===== src/grid_plane_interpolator_core_assert.svh =====
// Assertion macros shared by the grid plane interpolator modules.
`ifndef GRID_PLANE_INTERPOLATOR_CORE_ASSERT_SVH
`define GRID_PLANE_INTERPOLATOR_CORE_ASSERT_SVH
`ifndef SYNTHESIS
`define GPI_ASSERT_IMPL(label, ante, cons) \
  label: assert property (@(posedge clk) disable iff (!rst_n) (ante) |-> (cons)) \
    else $error("assertion failed");
`define GPI_ASSERT_NEXT(label, ante, cons) \
  label: assert property (@(posedge clk) disable iff (!rst_n) (ante) |=> (cons)) \
    else $error("assertion failed");
`else
`define GPI_ASSERT_IMPL(label, ante, cons)
`define GPI_ASSERT_NEXT(label, ante, cons)
`endif
`endif


===== src/gpi_pkg.sv =====
// Shared constants, command codes and controller/datapath interface types.
package gpi_pkg;

  localparam int GRID_POINTS = 64;
  localparam int IDX_W       = $clog2(GRID_POINTS);
  localparam int CNT_W       = IDX_W + 1;
  localparam int DATA_W      = 32;
  localparam int FRAC_BITS   = 16;
  localparam int DIV_W       = DATA_W + 1 + FRAC_BITS;
  localparam int DCNT_W      = 6;
  localparam int TERM_W      = 42;
  localparam int SUM_W       = 44;
  localparam int PROD_W      = 65;

  typedef enum logic [1:0] {
    CMD_WR_ABS  = 2'd0,
    CMD_WR_GRID = 2'd1,
    CMD_QUERY   = 2'd2
  } cmd_t;

  typedef enum logic [1:0] {
    ST_OK     = 2'd0,
    ST_BELOW  = 2'd1,
    ST_ZERO_D = 2'd2
  } status_t;

  typedef enum logic [4:0] {
    OP_NONE,
    OP_WR_ABS,
    OP_WR_GRID,
    OP_LOAD,
    OP_SRCH_RD,
    OP_SRCH_SAVE,
    OP_RD_A0,
    OP_RD_A1,
    OP_RD_AXL,
    OP_RD_AYL,
    OP_RD_F00,
    OP_RD_FX1,
    OP_RD_FY1,
    OP_DIV_START,
    OP_DIV_STEP,
    OP_SAT,
    OP_MUL,
    OP_TERM,
    OP_SUM,
    OP_FINISH
  } dp_op_t;

  typedef struct packed {
    dp_op_t  op;
    logic    axis;
    status_t code;
  } dp_cmd_t;

  typedef struct packed {
    logic srch_done;
    logic srch_axis;
    logic below;
    logic zero_d;
    logic div_done;
  } dp_stat_t;

endpackage


===== src/gpi_ctrl.sv =====
// Controller: sequences searches, table reads, division and result transfer.
`include "grid_plane_interpolator_core_assert.svh"
module gpi_ctrl (
  input  logic               clk,
  input  logic               rst_n,
  input  logic               in_valid,
  output logic               in_ready,
  input  logic [1:0]         in_cmd,
  output logic               out_valid,
  input  logic               out_ready,
  input  gpi_pkg::dp_stat_t  stat,
  output gpi_pkg::dp_cmd_t   cmd
);
  import gpi_pkg::*;

  typedef enum logic [4:0] {
    S_IDLE, S_SRCH, S_SWAIT, S_CHK, S_RA0, S_RA1, S_RAXL, S_RAYL,
    S_RF00, S_RFX1, S_RFY1, S_RLAST, S_CHKD, S_DIVS, S_DIVW,
    S_SAT, S_MUL, S_TERM, S_SUM, S_OUT
  } state_t;

  state_t  state_r, state_nxt;
  logic    ax_r, ax_nxt;
  status_t code_r, code_nxt;
  logic    out_valid_r, out_valid_nxt;

  always_comb begin
    state_nxt     = state_r;
    ax_nxt        = ax_r;
    code_nxt      = code_r;
    out_valid_nxt = out_valid_r && !out_ready;
    cmd.op        = OP_NONE;
    cmd.axis      = ax_r;
    cmd.code      = code_r;
    unique case (state_r)
      S_IDLE: begin
        if (in_valid) begin
          case (cmd_t'(in_cmd))
            CMD_WR_ABS:  cmd.op = OP_WR_ABS;
            CMD_WR_GRID: cmd.op = OP_WR_GRID;
            CMD_QUERY: begin
              cmd.op    = OP_LOAD;
              state_nxt = S_SRCH;
            end
            default: ;
          endcase
        end
      end
      S_SRCH: begin
        if (stat.srch_done) begin
          cmd.op = OP_SRCH_SAVE;
          if (stat.srch_axis) begin
            state_nxt = S_CHK;
          end
        end else begin
          cmd.op    = OP_SRCH_RD;
          state_nxt = S_SWAIT;
        end
      end
      S_SWAIT: state_nxt = S_SRCH;
      S_CHK: begin
        if (stat.below) begin
          code_nxt  = ST_BELOW;
          state_nxt = S_OUT;
        end else begin
          state_nxt = S_RA0;
        end
      end
      S_RA0: begin
        cmd.op    = OP_RD_A0;
        state_nxt = S_RA1;
      end
      S_RA1: begin
        cmd.op    = OP_RD_A1;
        state_nxt = S_RAXL;
      end
      S_RAXL: begin
        cmd.op    = OP_RD_AXL;
        state_nxt = S_RAYL;
      end
      S_RAYL: begin
        cmd.op    = OP_RD_AYL;
        state_nxt = S_RF00;
      end
      S_RF00: begin
        cmd.op    = OP_RD_F00;
        state_nxt = S_RFX1;
      end
      S_RFX1: begin
        cmd.op    = OP_RD_FX1;
        state_nxt = S_RFY1;
      end
      S_RFY1: begin
        cmd.op    = OP_RD_FY1;
        state_nxt = S_RLAST;
      end
      S_RLAST: state_nxt = S_CHKD;
      S_CHKD: begin
        ax_nxt = 1'b0;
        if (stat.zero_d) begin
          code_nxt  = ST_ZERO_D;
          state_nxt = S_OUT;
        end else begin
          code_nxt  = ST_OK;
          state_nxt = S_DIVS;
        end
      end
      S_DIVS: begin
        cmd.op    = OP_DIV_START;
        state_nxt = S_DIVW;
      end
      S_DIVW: begin
        if (stat.div_done) begin
          state_nxt = S_SAT;
        end else begin
          cmd.op = OP_DIV_STEP;
        end
      end
      S_SAT: begin
        cmd.op    = OP_SAT;
        state_nxt = S_MUL;
      end
      S_MUL: begin
        cmd.op    = OP_MUL;
        state_nxt = S_TERM;
      end
      S_TERM: begin
        cmd.op = OP_TERM;
        if (ax_r) begin
          state_nxt = S_SUM;
        end else begin
          ax_nxt    = 1'b1;
          state_nxt = S_DIVS;
        end
      end
      S_SUM: begin
        cmd.op    = OP_SUM;
        state_nxt = S_OUT;
      end
      S_OUT: begin
        // hold until the output register is free
        if (!out_valid_r || out_ready) begin
          cmd.op        = OP_FINISH;
          out_valid_nxt = 1'b1;
          state_nxt     = S_IDLE;
        end
      end
      default: state_nxt = S_IDLE;
    endcase
  end

  always_ff @(posedge clk) begin
    if (!rst_n) begin
      state_r     <= S_IDLE;
      ax_r        <= 1'b0;
      code_r      <= ST_OK;
      out_valid_r <= 1'b0;
    end else begin
      state_r     <= state_nxt;
      ax_r        <= ax_nxt;
      code_r      <= code_nxt;
      out_valid_r <= out_valid_nxt;
    end
  end

  assign in_ready  = state_r == S_IDLE;
  assign out_valid = out_valid_r;

  `GPI_ASSERT_IMPL(a_finish_free, cmd.op == OP_FINISH, !out_valid_r || out_ready)
  `GPI_ASSERT_NEXT(a_query_starts,
    in_valid && in_ready && in_cmd == CMD_QUERY, state_r == S_SRCH)
  `GPI_ASSERT_NEXT(a_finish_shows, cmd.op == OP_FINISH, out_valid_r && state_r == S_IDLE)

endmodule

===== config.mk =====
export PLATFORM = sky130hd
export DESIGN_NAME = gpi_ctrl
export DESIGN_NICKNAME = d
export VERILOG_FILES = /design/src/gpi_pkg.sv /design/src/gpi_ctrl.sv
export VERILOG_INCLUDE_DIRS = /design/src /design/src/src
export SDC_FILE = /design/constraint.sdc
export NUM_CORES = 1
export LEC_CHECK = 0
export BUFFER_PORTS_ARGS = -buffer_cell sky130_fd_sc_hd__buf_2
export CAP_MARGIN = 10
export CORE_ASPECT_RATIO = 0.9
export CORE_MARGIN = 1
export CORE_UTILIZATION = 51
export DETAILED_ROUTE_END_ITERATION = 10
export GPL_TIMING_DRIVEN = 0
export HOLD_SLACK_MARGIN = 0.15
export PLACE_DENSITY = 0.77
export SYNTH_ARGS = -nofsm -noshare
export SYNTH_HDL_FRONTEND = slang
export SYNTH_SLANG_ARGS = --single-unit

===== constraint.sdc =====
create_clock -name clk -period 1.9 [get_ports clk]
set_clock_uncertainty 0.1 [all_clocks]
set_input_delay 0.095 -clock clk [delete_from_list [all_inputs] [get_ports clk]]
set_output_delay 0.095 -clock clk [all_outputs]
set_load 0.05 [all_outputs]

==> impl_metrics.ini, run 1 <==
[power_and_ir_drop]
power.leakage_nw = 0.516
power_density_nw_per_um2 = 1800
finalPower_mw = 2.20
irDropWorstVdd_mv = 1.54

[global_routing]
antenna_found_initial = 0
overflow = 0
grt_usage_pct = 32.7
grt_max_degree = 11
grt_pass1_wl_mm = 4.40
first_global_vias = 982

[place]
portBuffers = 20
placed_cells = 166
placed_cell_area_um2 = 1020
place_congestion = 0.919
place_ws_ps = -65.8
dpl.hpwl_mm = 1.74

[outcome]
violations = setup timing
status = finished, violations left

[layout]
nFillCells = 121
multi_input_area_um2 = 667
n_antenna_cell = 0
final_nets = 170
ff_latch_area_um2 = 181
finish.instance_area_um2 = 1220
syn2layout_area_growth_pct = 39.2
drive_gt1_share_pct = 36.9
final_cells = 179
post-route-util_pct = 80.0

[sta]
hold_slack_ps = 167
fin_ws_ps = -90.4
rsz0062_at_grt = true
max_freq_mhz = 502
min_period_ps = 1990
hold_violations = 0
drv_slew = 0
period_share_pct = 105
tightest_slew_ps = 338
maxSlewHeadroom_pct = 77.3
finalSetupViolCount = 1
tns_ps = -90.4

[drt]
postRouteAntennaNets = 0
wl_per_cell_um = 15.8
highest_layer = met4
wl_met1_mm = 1.23
drc = 0
viasPerCell = 6.30
vias = 1128
wl_met2_mm = 1.36
wl_met3_um = 210
dr.pass1.iters = 4
wirelength_mm = 2.83
drt_first_iter_violations = 70

[clock_network]
numCtsBuffers = 3
clkSlewWorstSetupHoldPaths_ps = 60
cts_tree = yes
htreeDepth = 1
clock_latency_ps = 260
clock_sinks = 9
clockRootBuffer = clkbuf_4
clock_path_buffers = 2

[critical_path]
required_ps = 1700
arrival_ps = 1800
max_stage_delay_ps = 380
startpoint_type = flip-flop
crit_fanout = 4
crit_type = flip-flop to primary output
cpMaxStageDelayCell = or3_4
crit_path_end_kind = primary output
crit_chain = buf_6, or3_4, nor3_4, nand2_2, o211ai_1, buf_4

[flow_run]
drv_cap = 0

[yosys]
ys_warn_count = 0
synth_area_um2 = 878
synth_area_leaders = dfxtp_1 (21%), nand2_1 (6.0%), a21oi_1 (5.7%)
yosysMostFrequentCell = nand2_1
yosysSeqAreaShare_pct = 20.5
avgSynthCellArea_um2 = 7.08
synth_top_cell_area_share_pct = 20.5
ys_types = 44
synthCells = 124
synth_edf_count = 0
yosys.area.top_type = dfxtp_1
postSynth.asyncResetShare_pct = 0
syn_nets = 136
synthFlopType = dfxtp_1
synth_commonest_cells = nand2_1 (14), a21oi_1 (10), dfxtp_1 (9)
synth_seq_cells = 9

[floorplanning]
die_y_um = 41.4
core_area_um2 = 1530
io-pin-count = 21
rows = 13
start_util_pct = 57.4
dieArea_um2 = 1890
die_x_um = 45.7

[min_path]
min_path_type = input port to flip-flop
[logic make-up (layout without fill, tap and decap cells)]
| kind of cell | after synthesis | count (layout) | synth area share [%] |
|---|---|---|---|
| muxes | 1 | 1 | 1.14 |
| DFF | 9 | 9 | 20.5 |
| adders and majority gates | 1 | 1 | 1.42 |
| and+or+nand+nor | 57 | 57 | 38.2 |
| buffers and inverters | 17 | 50 | 9.40 |
| AOI/OAI and AO/OA | 39 | 39 | 29.3 |
[worst max-delay path, delay by kind of cell (launching register included)]
family	cells	cell delay, ps
AO/OA/AOI/OAI	1	220
buffers and inverters	2	360
flip-flops	1	320
AND/OR/NAND/NOR	3	630
[final cells by class]
cell class	instances	share of cell area, %
multi-input combinational	98	54.6
buffer	12	9.21
tap	22	2.25
sequential	9	14.8
inverter	5	1.54
clock buffer	4	2.15
timing repair buffer	29	15.5
[where the power goes]
group / switching (mW) / total (mW) / internal, mW / leakage [nW]
sequential: 0.0273 / 0.264 / 0.236 / 0.0737
combinational: 1.07 / 1.78 / 0.709 / 0.428
clock: 0.0703 / 0.151 / 0.0811 / 0.0150
total: 1.17 / 2.20 / 1.03 / 0.516
[timing repair]
item,CTS,global route
endpoints found under the hold margin,9,0
pin swaps,3,6
endpoints found under the setup margin,4,7
hold buffers,4,0
buffers inserted,4,1
gates resized for setup,24,7
[cell usage in the layout (no fill, tap or decap), types with 3 or more instances in the layout]
| cell type | netlist | routed |
|---|---|---|
| nor2_1 | 7 | 7 |
| o21ai_0 | 7 | 6 |
| buf_2 | 6 | 17 |
| buf_4 | 1 | 11 |
| nand2_1 | 14 | 13 |
| nand4_1 | 3 | 3 |
| nor2b_1 | 8 | 8 |
| buf_6 | 1 | 6 |
| a31oi_1 | 4 | 4 |
| a21oi_1 | 10 | 10 |
| nand3_1 | 6 | 5 |
| nand2b_1 | 4 | 4 |
| inv_1 | 5 | 5 |
| dlygate4sd3_1 | 0 | 4 |
| clkbuf_4 | 0 | 4 |
| dfxtp_1 | 9 | 8 |
[path summary, 6_finish.rpt]
kind	startpoint	endpoint	slack, ps	depth (start not counted)
worst min-delay path	stat[2]	code_r[1]	170	4
worst max register to register	state_r[2]	state_r[2]	10	7
worst max-delay path	state_r[2]	cmd[3]	-90	6
worst min register to register	code_r[1]	code_r[1]	370	2
[routing by layer]
layer / global-route usage (%) / vias up
li1: - / 520
met1: 44.3 / 523
met2: 54.3 / 77
met3: 6.03 / 8
met4: 8.09 / 0
met5: 0 / -
[state kept, by name, indices dropped and copies added (netlist names)]
signal	cells
out_valid	1
ax_r	1
code_r	2
state_r	5
Power figures use the tool's default switching activity.
==> run 2, diff against run 1 <==
--- a/config.mk
+++ b/config.mk
@@ -6,6 +6,7 @@
 export SDC_FILE = /design/constraint.sdc
 export NUM_CORES = 1
 export LEC_CHECK = 0
+export ABC_AREA = 1
 export BUFFER_PORTS_ARGS = -buffer_cell sky130_fd_sc_hd__buf_2
 export CAP_MARGIN = 10
 export CORE_ASPECT_RATIO = 0.9
@@ -14,7 +15,7 @@
 export DETAILED_ROUTE_END_ITERATION = 10
 export GPL_TIMING_DRIVEN = 0
 export HOLD_SLACK_MARGIN = 0.15
-export PLACE_DENSITY = 0.77
+export PLACE_DENSITY = 0.78
 export SYNTH_ARGS = -nofsm -noshare
 export SYNTH_HDL_FRONTEND = slang
 export SYNTH_SLANG_ARGS = --single-unit
==> run 2 against run 1 <==
Against the previous run: the flow finishes with violations (DRC); synthesized cell count increased by 5.6%; total power decreased by 77%; routed wire length decreased by 16%; setup slack improved by 130 ps; clock-buffer cell count unchanged; non-clock buffer count decreased by 11; die area decreased by 9.0%; synthesized area decreased by 9.4%; sequential power decreased by 26%; critical path depth unchanged; cell count decreased by 0.56%; critical path type unchanged; highest routed layer unchanged.
==> impl_metrics.ini, run 2 <==
[yosys]
ys_types = 24
synthFlopType = dfxtp_1
synth_edf_count = 0
yosysMostFrequentCell = nand2_1
yosysSeqAreaShare_pct = 22.6
ys_warn_count = 0
postSynth.asyncResetShare_pct = 0
yosys.area.top_type = dfxtp_1
synth_area_um2 = 796
synth_seq_cells = 9
syn_nets = 143
synth_commonest_cells = nand2_1 (33), inv_1 (21), nor2_1 (11)
synthCells = 131
synth_top_cell_area_share_pct = 22.6
synth_area_leaders = dfxtp_1 (23%), nand2_1 (16%), inv_1 (9.9%)
avgSynthCellArea_um2 = 6.07

[layout]
ff_latch_area_um2 = 188
nFillCells = 117
final_common_cell = nand2_1
top_register = state_r
largestRegisters = state_r (5), code_r (2)
syn2layout_area_growth_pct = 38.7
largest_reg_flops = 5
n_antenna_cell = 0
multi_input_area_um2 = 559
final_nets = 176
drive_gt1_share_pct = 38.0
finish.instance_area_um2 = 1100
post-route-util_pct = 76.2
final_cell_mix = nand2_1 (31), inv_1 (18), buf_2 (15)

[floorplanning]
core_area_um2 = 1450
dieArea_um2 = 1720
rows = 13
die_y_um = 39.5
die_x_um = 43.6
io-pin-count = 21
start_util_pct = 55.0

[sta]
period_share_pct = 97.9
tightest_slew_ps = 290
hold_violations = 0
hold_slack_ps = 162
min_period_ps = 1860
finalSetupViolCount = 0
maxSlewHeadroom_pct = 80.6
max_freq_mhz = 537
drv_slew = 0

[global_routing]
grt_pass1_wl_mm = 3.66
first_global_vias = 874
grt_usage_pct = 30.1
grt_max_degree = 10
antenna_found_initial = 0
overflow = 0

[drt]
viasPerCell = 5.42
dr.pass1.iters = 7
wirelength_mm = 2.37
vias = 964
postRouteAntennaNets = 0
wl_per_cell_um = 13.3
drt_first_iter_violations = 40
drc = 2

[critical_path]
r2r-end = state_r[0]
crit_path_end_kind = primary output
crit_fanout = 4
reg2regPathDepth = 8
r2r-start = state_r[3]
startpoint = state_r[3]
arrival_ps = 1670
max_stage_delay_ps = 350
startpoint_type = flip-flop
crit_type = flip-flop to primary output
cpMaxStageDelayCell = dfxtp_2
r2r_slack_ps = 380
required_ps = 1700
crit_chain = nor2_4, inv_2, nor2_1, nand2_1, o2111ai_2, buf_4

[flow_run]
drv_cap = 0

[outcome]
status = finished, violations left
violations = DRC

[min_path]
hold_path_end = state_r[1]
min_path_type = input port to flip-flop
hold_depth = 5
worstHoldStart = stat[0]

[power_and_ir_drop]
clkPwrFrac_pct = 32.0
pwr-share-comb_pct = 28.5
sequentialPowerShare_pct = 39.4
power.leakage_nw = 0.600
p_switching_uw = 172
swShare_pct = 34.6
irDropWorstVdd_mv = 0.297
internal_power_uw = 326
power_density_nw_per_um2 = 451

[place]
placed_cell_area_um2 = 926
dpl.hpwl_mm = 1.69
place_congestion = 0.932
portBuffers = 20

[clock_network]
clockRootBuffer = clkbuf_4
clock_path_buffers = 2
cts_tree = yes
htreeDepth = 1
numCtsBuffers = 3
clkSlewWorstSetupHoldPaths_ps = 70
clock_latency_ps = 280
clock_sinks = 9
## run 2: cell types whose count changed after synthesis, sizes merged, moves of 3 or more
cell    change
nor2b       -8
a31oi       -3
nand2b      -4
clkbuf      -3
buf         -7
nor2       +10
nand2      +22
o21ai       -3
inv        +18
nand3       +8
## run 2: worst max-delay path: cells and delay by family (launching register included)
| kind | cells | cell delay, ps |
|---|---|---|
| and+or+nand+nor | 3 | 610 |
| DFF | 1 | 350 |
| buffers and inverters | 2 | 320 |
| AOI/OAI and AO/OA | 1 | 110 |
## run 2: worst max path at each step
stage / to / slack (ps) / depth (start not counted)
final: cmd[3] / 40 / 6
after global placement: cmd[7] / 200 / 7
after CTS: cmd[5] / 8 / 9
after floorplan: cmd[7] / 10 / 3
after detailed placement: cmd[3] / 170 / 8
after global routing: cmd[7] / -10 / 8
## run 2: logic make-up after synthesis
kind of cell / after synthesis / share of synthesized area [%]
AO/OA/AOI/OAI: 20 / 14.5
adder cells (fa/ha/maj): 1 / 1.57
buffers and inverters: 26 / 13.4
flip-flops: 9 / 22.6
AND/OR/NAND/NOR: 75 / 48.0
## run 2: layout make-up
cell class | instances | share of cell area [%]
flip-flops and latches | 9 | 17.0
well taps | 15 | 1.70
clock buffers | 4 | 2.38
multi-input cells | 96 | 50.7
inverters | 24 | 8.84
plain buffers | 2 | 1.70
repair buffers | 28 | 17.7
## run 2: timing repair
item                                   CTS  global route
endpoints found under the hold margin    9             0
setup buffers                            0             2
pin swaps                                0             3
setup endpoints to repair                5             5
resized for setup                        8            21
hold buffers                             6             0
## run 2: stage by stage
| step | power, mW | setup TNS, ps | instances | setup slack (ps) |
|---|---|---|---|---|
| after global routing | 0.516 | -13.9 | 178 | -9.99 |
| final | 0.498 | 0 | 178 | 39.5 |
| after detailed placement | 0.316 | 0 | 166 | 173 |
| after floorplan | 0.283 | 0 | 131 | 12.0 |
| after global placement | 0.313 | 0 | 166 | 196 |
| after CTS | 0.486 | 0 | 176 | 7.68 |
## run 2: per-layer routing
metal / share of wire [%] / vias to the layer above / global-route usage (%) / routed length (um)
li1: - / 484 / - / -
met1: 44 / 433 / 35.9 / 1030
met2: 48 / 38 / 51.5 / 1140
met3: 6.4 / 9 / 5.53 / 152
met4: 1.8 / 0 / 16.4 / 42
met5: 0 / - / 0 / 0
## run 2: power groups by stage
stage	clock network [mW]	logic (mW)	registers [mW]
after floorplan	0	0.0837	0.199
after global placement	0	0.113	0.200
after detailed placement	0	0.116	0.200
after CTS	0.160	0.130	0.196
after global routing	0.167	0.152	0.197
final	0.159	0.142	0.196
==> run 3, diff against run 2 <==
--- a/config.mk
+++ b/config.mk
@@ -7,13 +7,12 @@
 export NUM_CORES = 1
 export LEC_CHECK = 0
 export ABC_AREA = 1
-export BUFFER_PORTS_ARGS = -buffer_cell sky130_fd_sc_hd__buf_2
+export BUFFER_PORTS_ARGS = -buffer_cell sky130_fd_sc_hd__clkbuf_2
 export CAP_MARGIN = 10
 export CORE_ASPECT_RATIO = 0.9
 export CORE_MARGIN = 1
 export CORE_UTILIZATION = 51
 export DETAILED_ROUTE_END_ITERATION = 10
-export GPL_TIMING_DRIVEN = 0
 export HOLD_SLACK_MARGIN = 0.15
 export PLACE_DENSITY = 0.78
 export SYNTH_ARGS = -nofsm -noshare
==> run 3 against run 2 <==
Against the previous run: the run still ends with DRC left; sequential share of layout area increased by 1.5 points; total power shrank 4.8%; setup slack got worse by 6.5 ps; sequential power about the same; register-to-register slack lost 100 ps; die area is the same; global-route usage fell by 1.3 points; routed wire length decreased by 3.3%; design area fell by 6.3%; combinational power is 8% lower; critical endpoint is now cmd[7].
==> impl_metrics.ini, run 3 (same netlist as run 2, synthesis figures left out) <==
[critical_path]
required_ps = 1700
crit_top_cell = nand2_1
crit_path_end_kind = primary output
r2r_slack_ps = 280
crit_type = flip-flop to primary output
cpMaxStageDelayCell = dfxtp_2
reg2regPathDepth = 10
arrival_ps = 1670
r2r-end = state_r[4]
crit_fanout = 6
max_stage_delay_ps = 360
r2r-start = state_r[2]
startpoint_type = flip-flop
crit_chain = nor2_4, nand2_1, inv_1, nand2_1, nor2_2, a21oi_1, o21ai_0, buf_4

[clock_network]
clockRootBuffer = clkbuf_4
cts_tree = yes
clock_latency_ps = 260
cts_setup_buffers = 0
htreeDepth = 1
clock_sinks = 9
numCtsBuffers = 3
clock_path_buffers = 2
clkSlewWorstSetupHoldPaths_ps = 60

[power_and_ir_drop]
power_density_nw_per_um2 = 459
clkPwrFrac_pct = 31.4
power.leakage_nw = 0.585
finalPower_uw = 474
swShare_pct = 33.0
p_switching_uw = 156
sequentialPowerShare_pct = 41.3
pwr-share-comb_pct = 27.4
irDropWorstVdd_mv = 0.384
internal_power_uw = 318

[sta]
tightest_slew_ps = 295
maxSlewHeadroom_pct = 80.2
max_freq_mhz = 536
drv_slew = 0
finalSetupViolCount = 0
min_period_ps = 1870
period_share_pct = 98.3
hold_violations = 0

[global_routing]
grt_usage_pct = 28.8
overflow = 0
grt_util_met1_pct = 38.3
grt_pass1_wl_mm = 3.46
grtUsageMet3_pct = 4.15
top_usage_layer = met2
grt_max_degree = 10
first_global_vias = 802
antenna_found_initial = 0
grtUsageMet2_pct = 45.5

[outcome]
violations = DRC
status = finished, violations left

[layout]
final_cell_mix = nand2_1 (33), inv_1 (20), clkbuf_2 (15)
finish.instance_area_um2 = 1030
largestRegisters = state_r (5), code_r (2)
n_antenna_cell = 0
final_common_cell = nand2_1
nFillCells = 128
final_nets = 173
syn2layout_area_growth_pct = 29.9
drive_gt1_share_pct = 33.8
top_register = state_r
largest_reg_flops = 5

[drt]
wirelength_mm = 2.29
wl_per_cell_um = 13.1
postRouteAntennaNets = 0
vias = 963
viasPerCell = 5.50
dr.pass1.iters = 8
drc = 2
drt_first_iter_violations = 52

[place]
place_congestion = 0.970
placed_cell_area_um2 = 926
dpl.hpwl_mm = 1.74
portBuffers = 20

[floorplanning]
dieArea_um2 = 1720
io-pin-count = 21
die_x_um = 43.6
die_y_um = 39.5
rows = 13
start_util_pct = 55.0
core_area_um2 = 1450

[flow_run]
drv_cap = 0

[min_path]
hold_path_end = state_r[0]
min_path_type = input port to flip-flop
hold_depth = 4
worstHoldStart = stat[3]
## run 3: changes by cell type in the layout (fill, tap and decap cells not counted), moves of 2 or more
cell	before	now
clkbuf_2	0	15
buf_2	15	1
a21oi_1	7	9
a21oi_2	4	2
buf_6	3	1
inv_1	18	20
nand2_1	31	33
## run 3: worst max-delay path, delay by kind of cell, from the launching register on
kind / cells / cell delay, ps
AND/OR/NAND/NOR: 4 / 480
flip-flops: 1 / 360
buffers and inverters: 2 / 350
AO/OA/AOI/OAI: 2 / 210
## run 3: metal layers
| layer | vias up | wire length (um) |
|---|---|---|
| met5 | - | 0 |
| met4 | 0 | 31 |
| met3 | 4 | 211 |
| met2 | 52 | 1090 |
| met1 | 423 | 953 |
| li1 | 484 | - |
## run 3: area by class of cell
| type | count | area [um^2] | area share, % |
|---|---|---|---|
| sequential | 9 | 191 | 18.5 |
| inverter | 24 | 92.6 | 8.96 |
| tap | 15 | 18.8 | 1.82 |
| clock buffer | 4 | 26.3 | 2.54 |
| timing repair buffer | 27 | 179 | 17.3 |
| multi-input combinational | 96 | 526 | 50.8 |
## run 3: what timing repair did
item	in CTS	in global routing
gates resized for setup	7	14
hold buffers	5	0
setup endpoints to repair	5	5
pin swaps	0	1
endpoints found under the hold margin	9	0
## run 3: power groups by stage
stage               Clock [mW]  Sequential (mW)  Combinational [mW]
finish                   0.149            0.196               0.130
global route             0.163            0.196               0.141
CTS                      0.152            0.197               0.125
detailed placement           0            0.201               0.114
global placement             0            0.201               0.112
floorplan                    0            0.199              0.0837
## run 3: metrics by stage
| step | hold slack [ps] | setup WS (ps) | std cells | util, % | TNS (ps) |
|---|---|---|---|---|---|
| 2_1_floorplan | 92.6 | 12.0 | 131 | - | 0 |
| 3_3_place_gp | 263 | 175 | 166 | 64.0 | 0 |
| 3_5_place_dp | 277 | 113 | 166 | 64.0 | 0 |
| 4_1_cts | 153 | 3.37 | 175 | 70.3 | 0 |
| 5_1_grt | 180 | -4.97 | 175 | 71.4 | -4.97 |
| 6_report | 154 | 33.0 | 175 | 71.4 | 0 |
## run 3: worst max-delay path by stage
stage / from / end / slack [ps] / cells past startpoint
global placement: state_r[4] / cmd[7] / 170 / 7
finish: state_r[2] / cmd[7] / 30 / 8
CTS: state_r[1] / cmd[5] / 3 / 8
global route: state_r[3] / cmd[7] / -5 / 8
floorplan: state_r[2] / cmd[7] / 10 / 3
detailed placement: state_r[1] / cmd[5] / 110 / 8
